**src/hw/rtl/ssw_pkg.sv**
```systemverilog
// Shared types and constants for the stream stall watchdog.
`timescale 1ns / 1ps

package ssw_pkg;

  localparam int unsigned TimeW    = 64;
  localparam int unsigned CfgW     = 32;
  localparam int unsigned CfgIdxW  = 4;
  localparam int unsigned ActionW  = 2;

  localparam logic [CfgW-1:0] ThresholdReset = 32'd2000;
  localparam logic [CfgW-1:0] IntervalReset  = 32'd10000;

  localparam logic [CfgIdxW-1:0] RegThreshold = 4'd0;
  localparam logic [CfgIdxW-1:0] RegInterval  = 4'd1;

  typedef enum logic [ActionW-1:0] {
    ACT_NONE      = 2'd0,
    ACT_START     = 2'd1,
    ACT_ONGOING   = 2'd2,
    ACT_RECOVERED = 2'd3
  } action_e;

  typedef struct packed {
    logic [CfgW-1:0] stall_threshold;
    logic [CfgW-1:0] report_interval;
  } cfg_t;

endpackage

```
**src/hw/rtl/ssw_if.sv**
```systemverilog
// Stream channel interfaces for observation requests and watchdog reports.
`timescale 1ns / 1ps

interface ssw_req_if;
  logic                      valid;
  logic                      ready;
  logic                      req_type;
  logic [ssw_pkg::TimeW-1:0] now_time;
  logic                      stream_valid;

  modport source (output valid, output req_type, output now_time, output stream_valid,
                  input ready);
  modport sink (input valid, input req_type, input now_time, input stream_valid,
                output ready);
endinterface

interface ssw_rpt_if;
  logic                        valid;
  logic                        ready;
  logic [ssw_pkg::ActionW-1:0] action;
  logic [ssw_pkg::TimeW-1:0]   elapsed_time;

  modport source (output valid, output action, output elapsed_time, input ready);
  modport sink (input valid, input action, input elapsed_time, output ready);
endinterface

```
**src/hw/rtl/ssw_cfg.sv**
```systemverilog
// Configuration register file: stall threshold and report interval.
`timescale 1ns / 1ps

module ssw_cfg (
  input  logic                          clk_i,
  input  logic                          rst_ni,
  input  logic                          cfg_we_i,
  input  logic [ssw_pkg::CfgIdxW-1:0]   cfg_idx_i,
  input  logic [ssw_pkg::CfgW-1:0]      cfg_wdata_i,
  output ssw_pkg::cfg_t                 cfg_o
);
  import ssw_pkg::*;

  cfg_t cfg_q, cfg_d;

  always_comb begin
    cfg_d = cfg_q;
    if (cfg_we_i) begin
      unique case (cfg_idx_i)
        RegThreshold: cfg_d.stall_threshold = cfg_wdata_i;
        RegInterval:  cfg_d.report_interval = cfg_wdata_i;
        default:      cfg_d = cfg_q;
      endcase
    end
  end

  always_ff @(posedge clk_i or negedge rst_ni) begin
    if (!rst_ni) begin
      cfg_q.stall_threshold <= ThresholdReset;
      cfg_q.report_interval <= IntervalReset;
    end else begin
      cfg_q <= cfg_d;
    end
  end

  assign cfg_o = cfg_q;

endmodule

```
**src/hw/rtl/ssw_eval.sv**
```systemverilog
// Stall tracking state and per-beat decision logic.
`timescale 1ns / 1ps

module ssw_eval (
  input  logic                          clk_i,
  input  logic                          rst_ni,
  input  logic                          step_i,
  input  logic                          req_type_i,
  input  logic [ssw_pkg::TimeW-1:0]     now_time_i,
  input  logic                          stream_valid_i,
  input  ssw_pkg::cfg_t                 cfg_i,
  output ssw_pkg::action_e              action_o,
  output logic [ssw_pkg::TimeW-1:0]     elapsed_o
);
  import ssw_pkg::*;

  logic             stall_q, stall_d;
  logic [TimeW-1:0] last_good_q, last_good_d;
  logic [TimeW-1:0] begin_q, begin_d;
  logic [TimeW-1:0] report_q, report_d;

  logic [TimeW-1:0] idle;
  logic [TimeW-1:0] dur;
  logic [TimeW-1:0] since_rpt;
  logic             idle_hit;
  logic             rpt_hit;

  assign idle      = (now_time_i >= last_good_q) ? now_time_i - last_good_q : '0;
  assign dur       = (now_time_i >= begin_q) ? now_time_i - begin_q : '0;
  assign since_rpt = now_time_i - report_q;
  assign idle_hit  = idle >= {{(TimeW-CfgW){1'b0}}, cfg_i.stall_threshold};
  assign rpt_hit   = (now_time_i >= report_q) &&
                     (since_rpt >= {{(TimeW-CfgW){1'b0}}, cfg_i.report_interval});

  always_comb begin
    stall_d     = stall_q;
    last_good_d = last_good_q;
    begin_d     = begin_q;
    report_d    = report_q;
    action_o    = ACT_NONE;
    elapsed_o   = '0;
    if (req_type_i) begin
      stall_d     = 1'b0;
      last_good_d = now_time_i;
      begin_d     = '0;
      report_d    = '0;
    end else if (stream_valid_i) begin
      if (stall_q) begin
        action_o  = ACT_RECOVERED;
        elapsed_o = dur;
        stall_d   = 1'b0;
        begin_d   = '0;
        report_d  = '0;
      end
      last_good_d = now_time_i;
    end else if (!stall_q) begin
      if (idle_hit) begin
        stall_d   = 1'b1;
        begin_d   = last_good_q;
        report_d  = now_time_i;
        action_o  = ACT_START;
        elapsed_o = idle;
      end
    end else if (rpt_hit) begin
      report_d  = now_time_i;
      action_o  = ACT_ONGOING;
      elapsed_o = dur;
    end
  end

  always_ff @(posedge clk_i or negedge rst_ni) begin
    if (!rst_ni) begin
      stall_q     <= 1'b0;
      last_good_q <= '0;
      begin_q     <= '0;
      report_q    <= '0;
    end else if (step_i) begin
      stall_q     <= stall_d;
      last_good_q <= last_good_d;
      begin_q     <= begin_d;
      report_q    <= report_d;
    end
  end

  a_restart_clears: assert property (@(posedge clk_i) disable iff (!rst_ni)
    step_i && req_type_i |=> !stall_q && begin_q == '0 && report_q == '0)
    else $error("restart left stall state set");

  a_ongoing_in_stall: assert property (@(posedge clk_i) disable iff (!rst_ni)
    step_i && (action_o == ACT_ONGOING || action_o == ACT_RECOVERED) |-> stall_q)
    else $error("stall report outside an active stall");

  a_start_sets_stall: assert property (@(posedge clk_i) disable iff (!rst_ni)
    step_i && action_o == ACT_START |=> stall_q && report_q == $past(now_time_i))
    else $error("stall start did not arm the stall");

endmodule

```
**src/hw/rtl/stream_stall_watchdog.sv**
```systemverilog
// Top level of the stream stall watchdog: input stage, evaluation, report register.
//
//  channel  | dir | payload                              | beat
//  ---------+-----+--------------------------------------+---------------------
//  req      | in  | req_type, now_time[63:0], stream_valid | valid & ready
//  rpt      | out | action[1:0], elapsed_time[63:0]      | valid & ready
//  cfg      | in  | cfg_idx_i, cfg_wdata_i[31:0]         | cfg_we_i
//
//  One beat per cycle sustained while reports are taken; a taken request passes through
//  the input register, then evaluation into the report register.
//  Reset loads threshold 2000 and interval 10000 and clears the stall state.
//  A stalled report holds the input stage; req ready drops only when both stages
//  are full and the report is not taken in that cycle.
`timescale 1ns / 1ps

module stream_stall_watchdog (
  input  logic                          clk_i,
  input  logic                          rst_ni,
  ssw_req_if.sink                       in_i,
  ssw_rpt_if.source                     out_o,
  input  logic                          cfg_we_i,
  input  logic [ssw_pkg::CfgIdxW-1:0]   cfg_idx_i,
  input  logic [ssw_pkg::CfgW-1:0]      cfg_wdata_i
);
  import ssw_pkg::*;

  cfg_t             cfg;
  logic             s1_valid_q;
  logic             s1_req_q;
  logic [TimeW-1:0] s1_now_q;
  logic             s1_sv_q;
  logic             out_valid_q;
  action_e          out_action_q;
  logic [TimeW-1:0] out_elapsed_q;
  action_e          action;
  logic [TimeW-1:0] elapsed;
  logic             advance;
  logic             step;

  assign advance  = !out_valid_q || out_o.ready;
  assign step     = s1_valid_q && advance;
  assign in_i.ready = !s1_valid_q || advance;

  ssw_cfg u_cfg (
    .clk_i       (clk_i),
    .rst_ni      (rst_ni),
    .cfg_we_i    (cfg_we_i),
    .cfg_idx_i   (cfg_idx_i),
    .cfg_wdata_i (cfg_wdata_i),
    .cfg_o       (cfg)
  );

  ssw_eval u_eval (
    .clk_i          (clk_i),
    .rst_ni         (rst_ni),
    .step_i         (step),
    .req_type_i     (s1_req_q),
    .now_time_i     (s1_now_q),
    .stream_valid_i (s1_sv_q),
    .cfg_i          (cfg),
    .action_o       (action),
    .elapsed_o      (elapsed)
  );

  always_ff @(posedge clk_i or negedge rst_ni) begin
    if (!rst_ni) begin
      s1_valid_q  <= 1'b0;
      out_valid_q <= 1'b0;
    end else begin
      if (in_i.ready) begin
        s1_valid_q <= in_i.valid;
      end
      if (advance) begin
        out_valid_q <= s1_valid_q;
      end
    end
  end

  always_ff @(posedge clk_i) begin
    if (in_i.valid && in_i.ready) begin
      s1_req_q <= in_i.req_type;
      s1_now_q <= in_i.now_time;
      s1_sv_q  <= in_i.stream_valid;
    end
    if (step) begin
      out_action_q  <= action;
      out_elapsed_q <= elapsed;
    end
  end

  assign out_o.valid        = out_valid_q;
  assign out_o.action       = out_action_q;
  assign out_o.elapsed_time = out_elapsed_q;

  a_stage_held: assert property (@(posedge clk_i) disable iff (!rst_ni)
    s1_valid_q && !advance |=> s1_valid_q && $stable(s1_now_q))
    else $error("input stage lost a beat while the report was stalled");

  a_none_zero: assert property (@(posedge clk_i) disable iff (!rst_ni)
    out_valid_q && out_action_q == ACT_NONE |-> out_elapsed_q == '0)
    else $error("no-action report carries a nonzero elapsed time");

  a_step_fills: assert property (@(posedge clk_i) disable iff (!rst_ni)
    step |=> out_valid_q)
    else $error("evaluated beat did not reach the report register");

endmodule

```
**src/flat_wrapper.sv**
```systemverilog
// flat-port wrapper written by rule: the top's interface ports become plain ports
module stream_stall_watchdog_flat import ssw_pkg::*;
  (clk_i, rst_ni, cfg_we_i, cfg_idx_i, cfg_wdata_i, in_i_valid, in_i_req_type, in_i_now_time, in_i_stream_valid, in_i_ready, out_o_valid, out_o_action, out_o_elapsed_time, out_o_ready);
  ssw_req_if in_i_i ();
  ssw_rpt_if out_o_i ();
  input  logic clk_i;
  input  logic rst_ni;
  input  logic cfg_we_i;
  input  logic [ssw_pkg::CfgIdxW-1:0] cfg_idx_i;
  input  logic [ssw_pkg::CfgW-1:0] cfg_wdata_i;
  input wire logic [$bits(in_i_i.valid)-1:0] in_i_valid;
  input wire logic [$bits(in_i_i.req_type)-1:0] in_i_req_type;
  input wire logic [$bits(in_i_i.now_time)-1:0] in_i_now_time;
  input wire logic [$bits(in_i_i.stream_valid)-1:0] in_i_stream_valid;
  output wire logic [$bits(in_i_i.ready)-1:0] in_i_ready;
  output wire logic [$bits(out_o_i.valid)-1:0] out_o_valid;
  output wire logic [$bits(out_o_i.action)-1:0] out_o_action;
  output wire logic [$bits(out_o_i.elapsed_time)-1:0] out_o_elapsed_time;
  input wire logic [$bits(out_o_i.ready)-1:0] out_o_ready;
  assign in_i_i.valid = in_i_valid;
  assign in_i_i.req_type = in_i_req_type;
  assign in_i_i.now_time = in_i_now_time;
  assign in_i_i.stream_valid = in_i_stream_valid;
  assign in_i_ready = in_i_i.ready;
  assign out_o_valid = out_o_i.valid;
  assign out_o_action = out_o_i.action;
  assign out_o_elapsed_time = out_o_i.elapsed_time;
  assign out_o_i.ready = out_o_ready;
  stream_stall_watchdog u_core (.clk_i(clk_i), .rst_ni(rst_ni), .in_i(in_i_i), .out_o(out_o_i), .cfg_we_i(cfg_we_i), .cfg_idx_i(cfg_idx_i), .cfg_wdata_i(cfg_wdata_i));
endmodule
```
**config.mk**
```make
export PLATFORM = sky130hd
export DESIGN_NAME = stream_stall_watchdog_flat
export DESIGN_NICKNAME = d
export VERILOG_FILES = /design/src/hw/rtl/ssw_pkg.sv /design/src/hw/rtl/ssw_if.sv /design/src/hw/rtl/ssw_cfg.sv /design/src/hw/rtl/ssw_eval.sv /design/src/hw/rtl/stream_stall_watchdog.sv /design/src/flat_wrapper.sv
export SDC_FILE = /design/constraint.sdc
export NUM_CORES = 1
export LEC_CHECK = 0
export BUFFER_PORTS_ARGS = -buffer_cell sky130_fd_sc_hd__buf_2
export CAP_MARGIN = 25
export CORE_MARGIN = 4
export CORE_UTILIZATION = 47
export CTS_CLUSTER_SIZE = 10
export DETAILED_ROUTE_END_ITERATION = 10
export PLACE_DENSITY_LB_ADDON = 0.2
export SLEW_MARGIN = 20
export SYNTH_ARGS = -nofsm -noshare
export SYNTH_HDL_FRONTEND = slang
export SYNTH_SLANG_ARGS = --single-unit
```
**constraint.sdc**
```tcl
create_clock -name clk_i -period 19.4 [get_ports clk_i]
set_input_delay 4.85 -clock clk_i [delete_from_list [all_inputs] [get_ports clk_i]]
set_output_delay 4.85 -clock clk_i [all_outputs]
set_load 0.02 [all_outputs]
```
# Yosys cells after proc, flatten, opt, wreduce, memory -nomap -nowiden
# Index checks and enable logic that the tools add are counted.
[classes] addsub=3 order_cmp=5 n_eq_ne=4 muxes=28 reduce_logical=15
[op_table] cell="$mux 64" n=19
[op_table] cell="$ge 64x64->1" n=3
[op_table] cell="$sub 64x64->64" n=3
[op_table] cell="$ge 64x32->1" n=2
[op_table] cell="$mux 2" n=4
[op_table] cell="$reduce_and 4->1" n=2
[op_table] cell="$reduce_and 2->1" n=3
[op_table] cell="$mux 1" n=5
[op_table] cell="$eq 4x1->1 const B" n=1
[op_table] cell="$logic_not 4->1" n=1
[op_table] cell="$ne 4x1->1 const B" n=1
[op_table] cell="$logic_and 1x1->1" n=3
[op_table] cell="$ne 3x1->1 const B" n=1
[op_table] cell="$ne 3x2->1 const B" n=1
[op_table] cell="$reduce_bool 3->1" n=1
[op_table] cell="$logic_not 1->1" n=2
[op_table] cell="$logic_or 1x1->1" n=2
[op_table] cell="$reduce_bool 2->1" n=1
[totals] register_bits=391 in_bits=107 out_inout_bits=68 word_cells=68

# Depth between registers and ports, before layout
# Gate-level depths: netlist of run 1.
[logic_depth] word_depth=7 mapped_depth=31 depth_no_buf=28

# Cells and area by module
# A second synthesis of run 1 with hierarchy kept.
[hier_totals] cells_unflattened=3165 area_unflattened_um2=29370.7
[by_module_without_submodules] module="ssw_eval" n_inst=1 cells_each=2887 area_per_inst_um2=22754.3 seq_area_each_um2=4829.6
[by_module_without_submodules] module="stream_stall_watchdog" n_inst=1 cells_each=140 area_per_inst_um2=4067.7 seq_area_each_um2=4013.8
[by_module_without_submodules] module="ssw_cfg" n_inst=1 cells_each=138 area_per_inst_um2=2548.7 seq_area_each_um2=1615.3

# Least setup slack after synthesis of run 1
# No wires, ideal clock.
[synth_path] path_kind="in2out" from="in out_o_ready" to="out in_i_ready" arrival_ns=5.128 required_ns=14.550 setup_slack_ns=9.422 cell_stages=1 path_buffers=0 cell_sequence="nand3b_1"
[synth_between] elab_chain_cells=2
[synth_rtl] item="from (decl)" line_no="flat_wrapper.sv:19" source="input wire logic [$bits(out_o_i.ready)-1:0] out_o_ready;"
[synth_rtl] item="$logic_or 1x1->1" line_no="stream_stall_watchdog.sv:40" source="assign advance = !out_valid_q || out_o.ready;"
[synth_rtl] item="$logic_or 1x1->1" line_no="stream_stall_watchdog.sv:42" source="assign in_i.ready = !s1_valid_q || advance;"
[synth_rtl] item="to (decl)" line_no="flat_wrapper.sv:15" source="output wire logic [$bits(in_i_i.ready)-1:0] in_i_ready;"
# No other way between the ends.

# Worst setup path after layout of run 1
# Same ends and word-level chain as after synthesis.

==> flow_metrics.env, run 1 <==
export IMPL_clock_latency_ps=600
export IMPL_use_met1_pct=41.1
export IMPL_synth_area_leaders="dfrtp_1 21%, edfxtp_1 13%, ha_1 11%, a21oi_1 4.6%, nand2_1 4.1%"
export IMPL_cpMaxStageDelayCell="nand3b_1"
export IMPL_cts_made_buffers=47
export IMPL_io_buffers=174
export IMPL_worstPathArrival_ps=5310
export IMPL_synth_area_leader_cell="dfrtp_1"
export IMPL_gp_congestion=0.998
export IMPL_first_pass_iters=6
export IMPL_setup_ws_ps=9240
export IMPL_grt_max_degree=75
export IMPL_grt_ovfl_total=0
export IMPL_grt_use_met3_pct=5.09
export IMPL_synth_top_cell_area_share_pct=20.9
export IMPL_finalHoldViolations=0
export IMPL_period_share_pct=52.4
export IMPL_drive_gt1_share_pct=12.4
export IMPL_drtIter0Drc=2677
export IMPL_yosysMostFrequentCell="nand2_1"
export IMPL_crit_required_ps=14550
export IMPL_path_max_fanout=3
export IMPL_die_height_microns=259
export IMPL_status="finished, final reports clean"
export IMPL_vdd_drop_max_uv=85.3
export IMPL_worstMarginPinSlew_ps=921
export IMPL_cts_reportedPaths_clkPinSlew_ps=50
export IMPL_die_w_microns=259
export IMPL_max_stage_delay_ps=180
export IMPL_wl_per_cell_microns=21.9
export IMPL_holdWs_ps=495
export IMPL_ys_warn_count=0
export IMPL_antenna_found_initial=4
export IMPL_finalSetupTns_ps=0
export IMPL_cts_setup_buffers=0
export IMPL_synthTopCellsByCount="327 x nand2_1, 293 x inv_1, 271 x a21oi_1"
export IMPL_cp_cell_sequence="buf_2, nand3b_1, buf_2"
export IMPL_startpoint_type="input port"
export IMPL_min_path_type="reg2reg"
export IMPL_cts_tree="done"
export IMPL_synth_edf_count=132
export IMPL_pre_cts_slack_ps=9240
export IMPL_vias=26000
export IMPL_worstSetupPathType="in2out"
export IMPL_cts_hold_buf=0
export IMPL_p_leak_nw=14.2
export IMPL_post_cts_resized=0
export IMPL_grt_pass1_wl_microns=145000
export IMPL_min_period_ps=10160
export IMPL_syn_to_final_growth_pct=10.3
export IMPL_start_util_pct=47.7
export IMPL_placed_cell_area_sq_um=31300
export IMPL_end_kind="output pin"
export IMPL_finalWirelength_microns=94700
export IMPL_fin_util_pct=52.7
export IMPL_top_usage_layer="met1"
export IMPL_setup_viol=0
export IMPL_p_per_area_nw_per_um2=115
export IMPL_core_sq_um=62200
export IMPL_grtUsageTotal_pct=27.5
export IMPL_synth_cells=3343
export IMPL_dp_final_hpwl_microns=74300
export IMPL_ios=175
export IMPL_slew_limit_headroom_pct=38.6
export IMPL_final_nets=3820
export IMPL_grt_pass1_vias=24600
export IMPL_drc=0
export IMPL_ys_seq_elements=391
export IMPL_htree_levels=2
export IMPL_syn_area_per_cell_sq_um=8.88
export IMPL_crit_path_frequent_cell="buf_2"
export IMPL_detail_route_antenna_nets=0
export IMPL_clock_root_buffer="clkbuf_16"
export IMPL_synthArstFlopShare_pct=66.2
export IMPL_max_clock_path_buffers=3
export IMPL_ys_seq_area_share_pct=35.2
export IMPL_rsz0062_at_grt="no"
export IMPL_clock_sinks=391
export IMPL_ys_types=96
export IMPL_die_area_sq_um=67200
export IMPL_viasPerCell=6.00
export IMPL_syn_nets=3709
export IMPL_ys_flop_type="dfrtp_1"
export IMPL_rows=91
export IMPL_fin_skew_ps=25.9
export IMPL_max_freq_mhz=98.4
export IMPL_netlist_area_sq_um=29700
export IMPL_met2_usage_pct=40.6
export IMPL_max_cap_violations=0
export IMPL_final_area_sq_um=32700
export IMPL_final_max_slew_viol_count=0
==> per-stage QoR <==
step	cells	total power, W
final	4330	0.00378
after global routing	4329	0.00403
after CTS	4327	0.00376
after detailed placement	4240	0.00292
after global placement	4238	0.00291
after floorplan	3343	0.00241
==> flip-flops by register name (all words and copies together) (netlist names), 2 cells and up <==
name / cells
u_core.out_o.elapsed_time: 64
u_core.s1_now_q: 64
u_core.u_cfg.cfg_o: 64
u_core.u_eval.begin_q: 64
u_core.u_eval.last_good_q: 64
u_core.u_eval.report_q: 64
u_core.out_o.action: 2
==> area by class of cell <==
class	instances	area [sq um]
fillers	5934	29400
multi-input cells	2502	17500
flip-flops and latches	391	10500
clock buffers	81	1340
repair buffers	219	1260
inverters	293	1100
well taps	837	1050
clock inverters	6	76.3
diodes	1	2.50
==> power by group <==
part / leakage, nW / internal (W) / switching (W) / total (W)
logic: 8.92 / 0.000689 / 0.00118 / 0.00187
registers: 4.57 / 0.00101 / 0.0000797 / 0.00109
clock network: 0.674 / 0.000470 / 0.000351 / 0.000821
==> metal layers <==
layer | share of wire, % | up-vias
li1 | - | 12400
met1 | 47 | 12400
met2 | 42 | 1003
met3 | 8.1 | 169
met4 | 3.3 | 0
met5 | 0 | -
==> cells in the final DEF (no fill, tap or decap), types with 26 or more instances in the layout <==
cell / netlist / final
nand2_1: 327 / 327
o21bai_1: 39 / 39
a21oi_1: 271 / 271
o211ai_1: 26 / 26
nand4_1: 84 / 84
a22o_1: 66 / 66
xnor2_1: 85 / 85
o21a_1: 43 / 42
mux2i_1: 75 / 75
o21ai_0: 202 / 201
buf_4: 0 / 43
edfxtp_1: 132 / 132
dfrtp_1: 248 / 248
clkbuf_16: 0 / 47
nand3_1: 56 / 56
ha_1: 256 / 256
mux2_2: 97 / 97
buf_2: 28 / 173
a22oi_1: 32 / 32
clkbuf_1: 118 / 30
nor3_1: 47 / 47
xor2_1: 73 / 73
inv_1: 293 / 292
a21o_1: 94 / 94
nor2_1: 240 / 239
==> cells by family (layout without fill, tap and decap cells) <==
logic type	Yosys count	after routing	share of synthesized area (%)
AO/OA/AOI/OAI	994	994	22.1
AND/OR/NAND/NOR	919	919	14.6
buffers and inverters	450	599	6.16
flip-flops	391	391	35.2
adder cells (fa/ha/maj)	259	259	11.0
multiplexers	172	172	6.21
XOR/XNOR	158	158	4.66
other	0	1	0
==> critical path: cells and delay by family <==
| family | cells | cell delay, ps |
|---|---|---|
| buffers and inverters | 2 | 280 |
| AND/OR/NAND/NOR | 1 | 180 |
==> path summary, 6_finish.rpt <==
kind,from,to,slack (ps),cells after the start
max in group asynchronous,rst_ni,u_core.u_eval.report_q[58]$_DFFE_PN0P_,13230,3
min,u_core.u_eval.begin_q[35]$_DFFE_PN0P_,u_core.u_eval.begin_q[35]$_DFFE_PN0P_,500,1
max,out_o_ready,in_i_ready,9240,3
min reg2reg,u_core.u_eval.begin_q[35]$_DFFE_PN0P_,u_core.u_eval.begin_q[35]$_DFFE_PN0P_,500,1
max reg2reg,u_core.s1_now_q[18]$_DFFE_PP_,u_core.u_eval.report_q[19]$_DFFE_PN0P_,10590,26
min in group asynchronous,rst_ni,u_core.u_eval.begin_q[6]$_DFFE_PN0P_,4200,1
Note: power is estimated with default switching activity, not from simulation.
==> run 2, diff against run 1 <==
Clock period 19.4 ns to 8.2 ns, I/O delays scaled along.
==> flow_metrics.env, run 2 (same netlist as run 1, synthesis figures left out) <==
export IMPL_wl_per_cell_microns=23.2
export IMPL_antenna_found_initial=7
export IMPL_setup_viol=0
export IMPL_detail_route_antenna_nets=0
export IMPL_final_max_slew_viol_count=0
export IMPL_clock_root_buffer="clkbuf_16"
export IMPL_cts_hold_buf=0
export IMPL_layout_common_cells="327 x nand2_1, 292 x inv_1, 271 x a21oi_1, 256 x ha_1, 248 x dfrtp_1"
export IMPL_finalSetupTns_ps=0
export IMPL_drtIter0Drc=2736
export IMPL_cts_reportedPaths_clkPinSlew_ps=60
export IMPL_cp_buffers_inverters=4
export IMPL_min_period_ps=7570
export IMPL_start_util_pct=47.7
export IMPL_fin_total_pwr_w=0.00907
export IMPL_first_pass_iters=6
export IMPL_vias=26300
export IMPL_max_freq_mhz=132
export IMPL_grt_pass1_wl_microns=153000
export IMPL_max_stage_delay_ps=520
export IMPL_slew_limit_headroom_pct=34.0
export IMPL_max_cap_violations=0
export IMPL_grtUsageTotal_pct=29.4
export IMPL_die_w_microns=259
export IMPL_p_leak_nw=14.3
export IMPL_rows=91
export IMPL_cts_setup_buffers=0
export IMPL_grt_ovfl_total=0
export IMPL_rrSetupSlack_ps=630
export IMPL_clock_sinks=391
export IMPL_end_kind="register"
export IMPL_cpMaxStageDelayCell="inv_1"
export IMPL_final_common_cell="nand2_1"
export IMPL_gp_congestion=1.02
export IMPL_post_cts_resized=0
export IMPL_cpLargestDelayFamily="compound AO/OA/AOI/OAI gates"
export IMPL_grt_max_degree=123
export IMPL_fin_skew_ps=38.1
export IMPL_layout_cells_non_filler=4344
export IMPL_htree_levels=2
export IMPL_finalHoldViolations=0
export IMPL_ios=175
export IMPL_cts_tree="done"
export IMPL_startpoint_type="register"
export IMPL_max_clock_path_buffers=3
export IMPL_final_nets=3837
export IMPL_vdd_drop_max_uv=160
export IMPL_finalWirelength_microns=101000
export IMPL_rsz0062_at_grt="no"
export IMPL_worstMarginPinSlew_ps=981
export IMPL_grt_pass1_vias=25000
export IMPL_p_per_area_nw_per_um2=276
export IMPL_worstPathArrival_ps=8100
export IMPL_crit_required_ps=8740
export IMPL_die_area_sq_um=67200
export IMPL_worstSetupPathType="reg2reg"
export IMPL_dp_final_hpwl_microns=79300
export IMPL_dp_cells=4259
export IMPL_die_height_microns=259
export IMPL_viasPerCell=6.05
export IMPL_drive_gt1_share_pct=12.8
export IMPL_drc=0
export IMPL_clock_latency_ps=620
export IMPL_cts_made_buffers=47
export IMPL_diodes=0
export IMPL_io_buffers=174
export IMPL_period_share_pct=92.3
export IMPL_syn_to_final_growth_pct=10.8
export IMPL_core_sq_um=62200
export IMPL_min_path_type="reg2reg"
export IMPL_status="finished, final reports clean"
export IMPL_path_max_fanout=64
-- run 2: cell count changes in the layout (fill, tap and decap cells not counted), moves of 2 or more --
cell | before | now
buf_12 | 0 | 2
buf_16 | 2 | 0
buf_4 | 43 | 59
clkbuf_1 | 30 | 26
clkbuf_8 | 4 | 6
clkinv_1 | 0 | 2
-- run 2: per-layer routing --
layer | GRT usage (%) | vias to the layer above | part of all wire (%)
met3 | 7.39 | 176 | 10
met4 | 8.75 | 6 | 3.3
met1 | 44.7 | 12600 | 47
li1 | - | 12400 | -
met2 | 40.9 | 1092 | 40
met5 | 0 | - | 0.037
-- run 2: where the power goes --
part / total (W) / switching (W) / internal, W
Clock: 0.00198 / 0.000854 / 0.00113
Sequential: 0.00258 / 0.000191 / 0.00239
Combinational: 0.00451 / 0.00286 / 0.00165
Total: 0.00907 / 0.00391 / 0.00516
-- run 2: layout make-up --
cell class,count,area (sq um)
sequential,391,10500
multi-input combinational,2502,17500
timing repair buffer,236,1380
inverter,293,1100
clock inverter,6,90.1
fill,5925,29300
clock buffer,79,1360
tap,837,1050
-- run 2: per-stage QoR --
stage | worst slack (ps) | hold slack, ps | instance area, sq um | util [%]
2_1_floorplan | 1960 | 457 | 29700 | -
3_3_place_gp | 843 | 480 | 31400 | 50.6
3_5_place_dp | 705 | 477 | 31400 | 50.6
4_1_cts | 654 | 501 | 32900 | 52.9
5_1_grt | 140 | 508 | 32900 | 52.9
6_report | 631 | 496 | 32900 | 52.9
-- run 2: worst paths after layout --
| check | endpoint | cells past startpoint | startpoint |
|---|---|---|---|
| setup / recovery | u_core.u_eval.report_q[22]$_DFFE_PN0P_ | 27 | u_core.s1_now_q[0]$_DFFE_PP_ |
| hold / removal | u_core.u_eval.begin_q[53]$_DFFE_PN0P_ | 1 | u_core.u_eval.begin_q[53]$_DFFE_PN0P_ |
| setup reg to reg | u_core.u_eval.report_q[22]$_DFFE_PN0P_ | 27 | u_core.s1_now_q[0]$_DFFE_PP_ |
| hold reg to reg | u_core.u_eval.begin_q[53]$_DFFE_PN0P_ | 1 | u_core.u_eval.begin_q[53]$_DFFE_PN0P_ |
| max in group asynchronous | u_core.u_cfg.cfg_o[28]$_DFFE_PN0P_ | 2 | rst_ni |
| min in group asynchronous | u_core.u_eval.last_good_q[5]$_DFFE_PN0P_ | 1 | rst_ni |
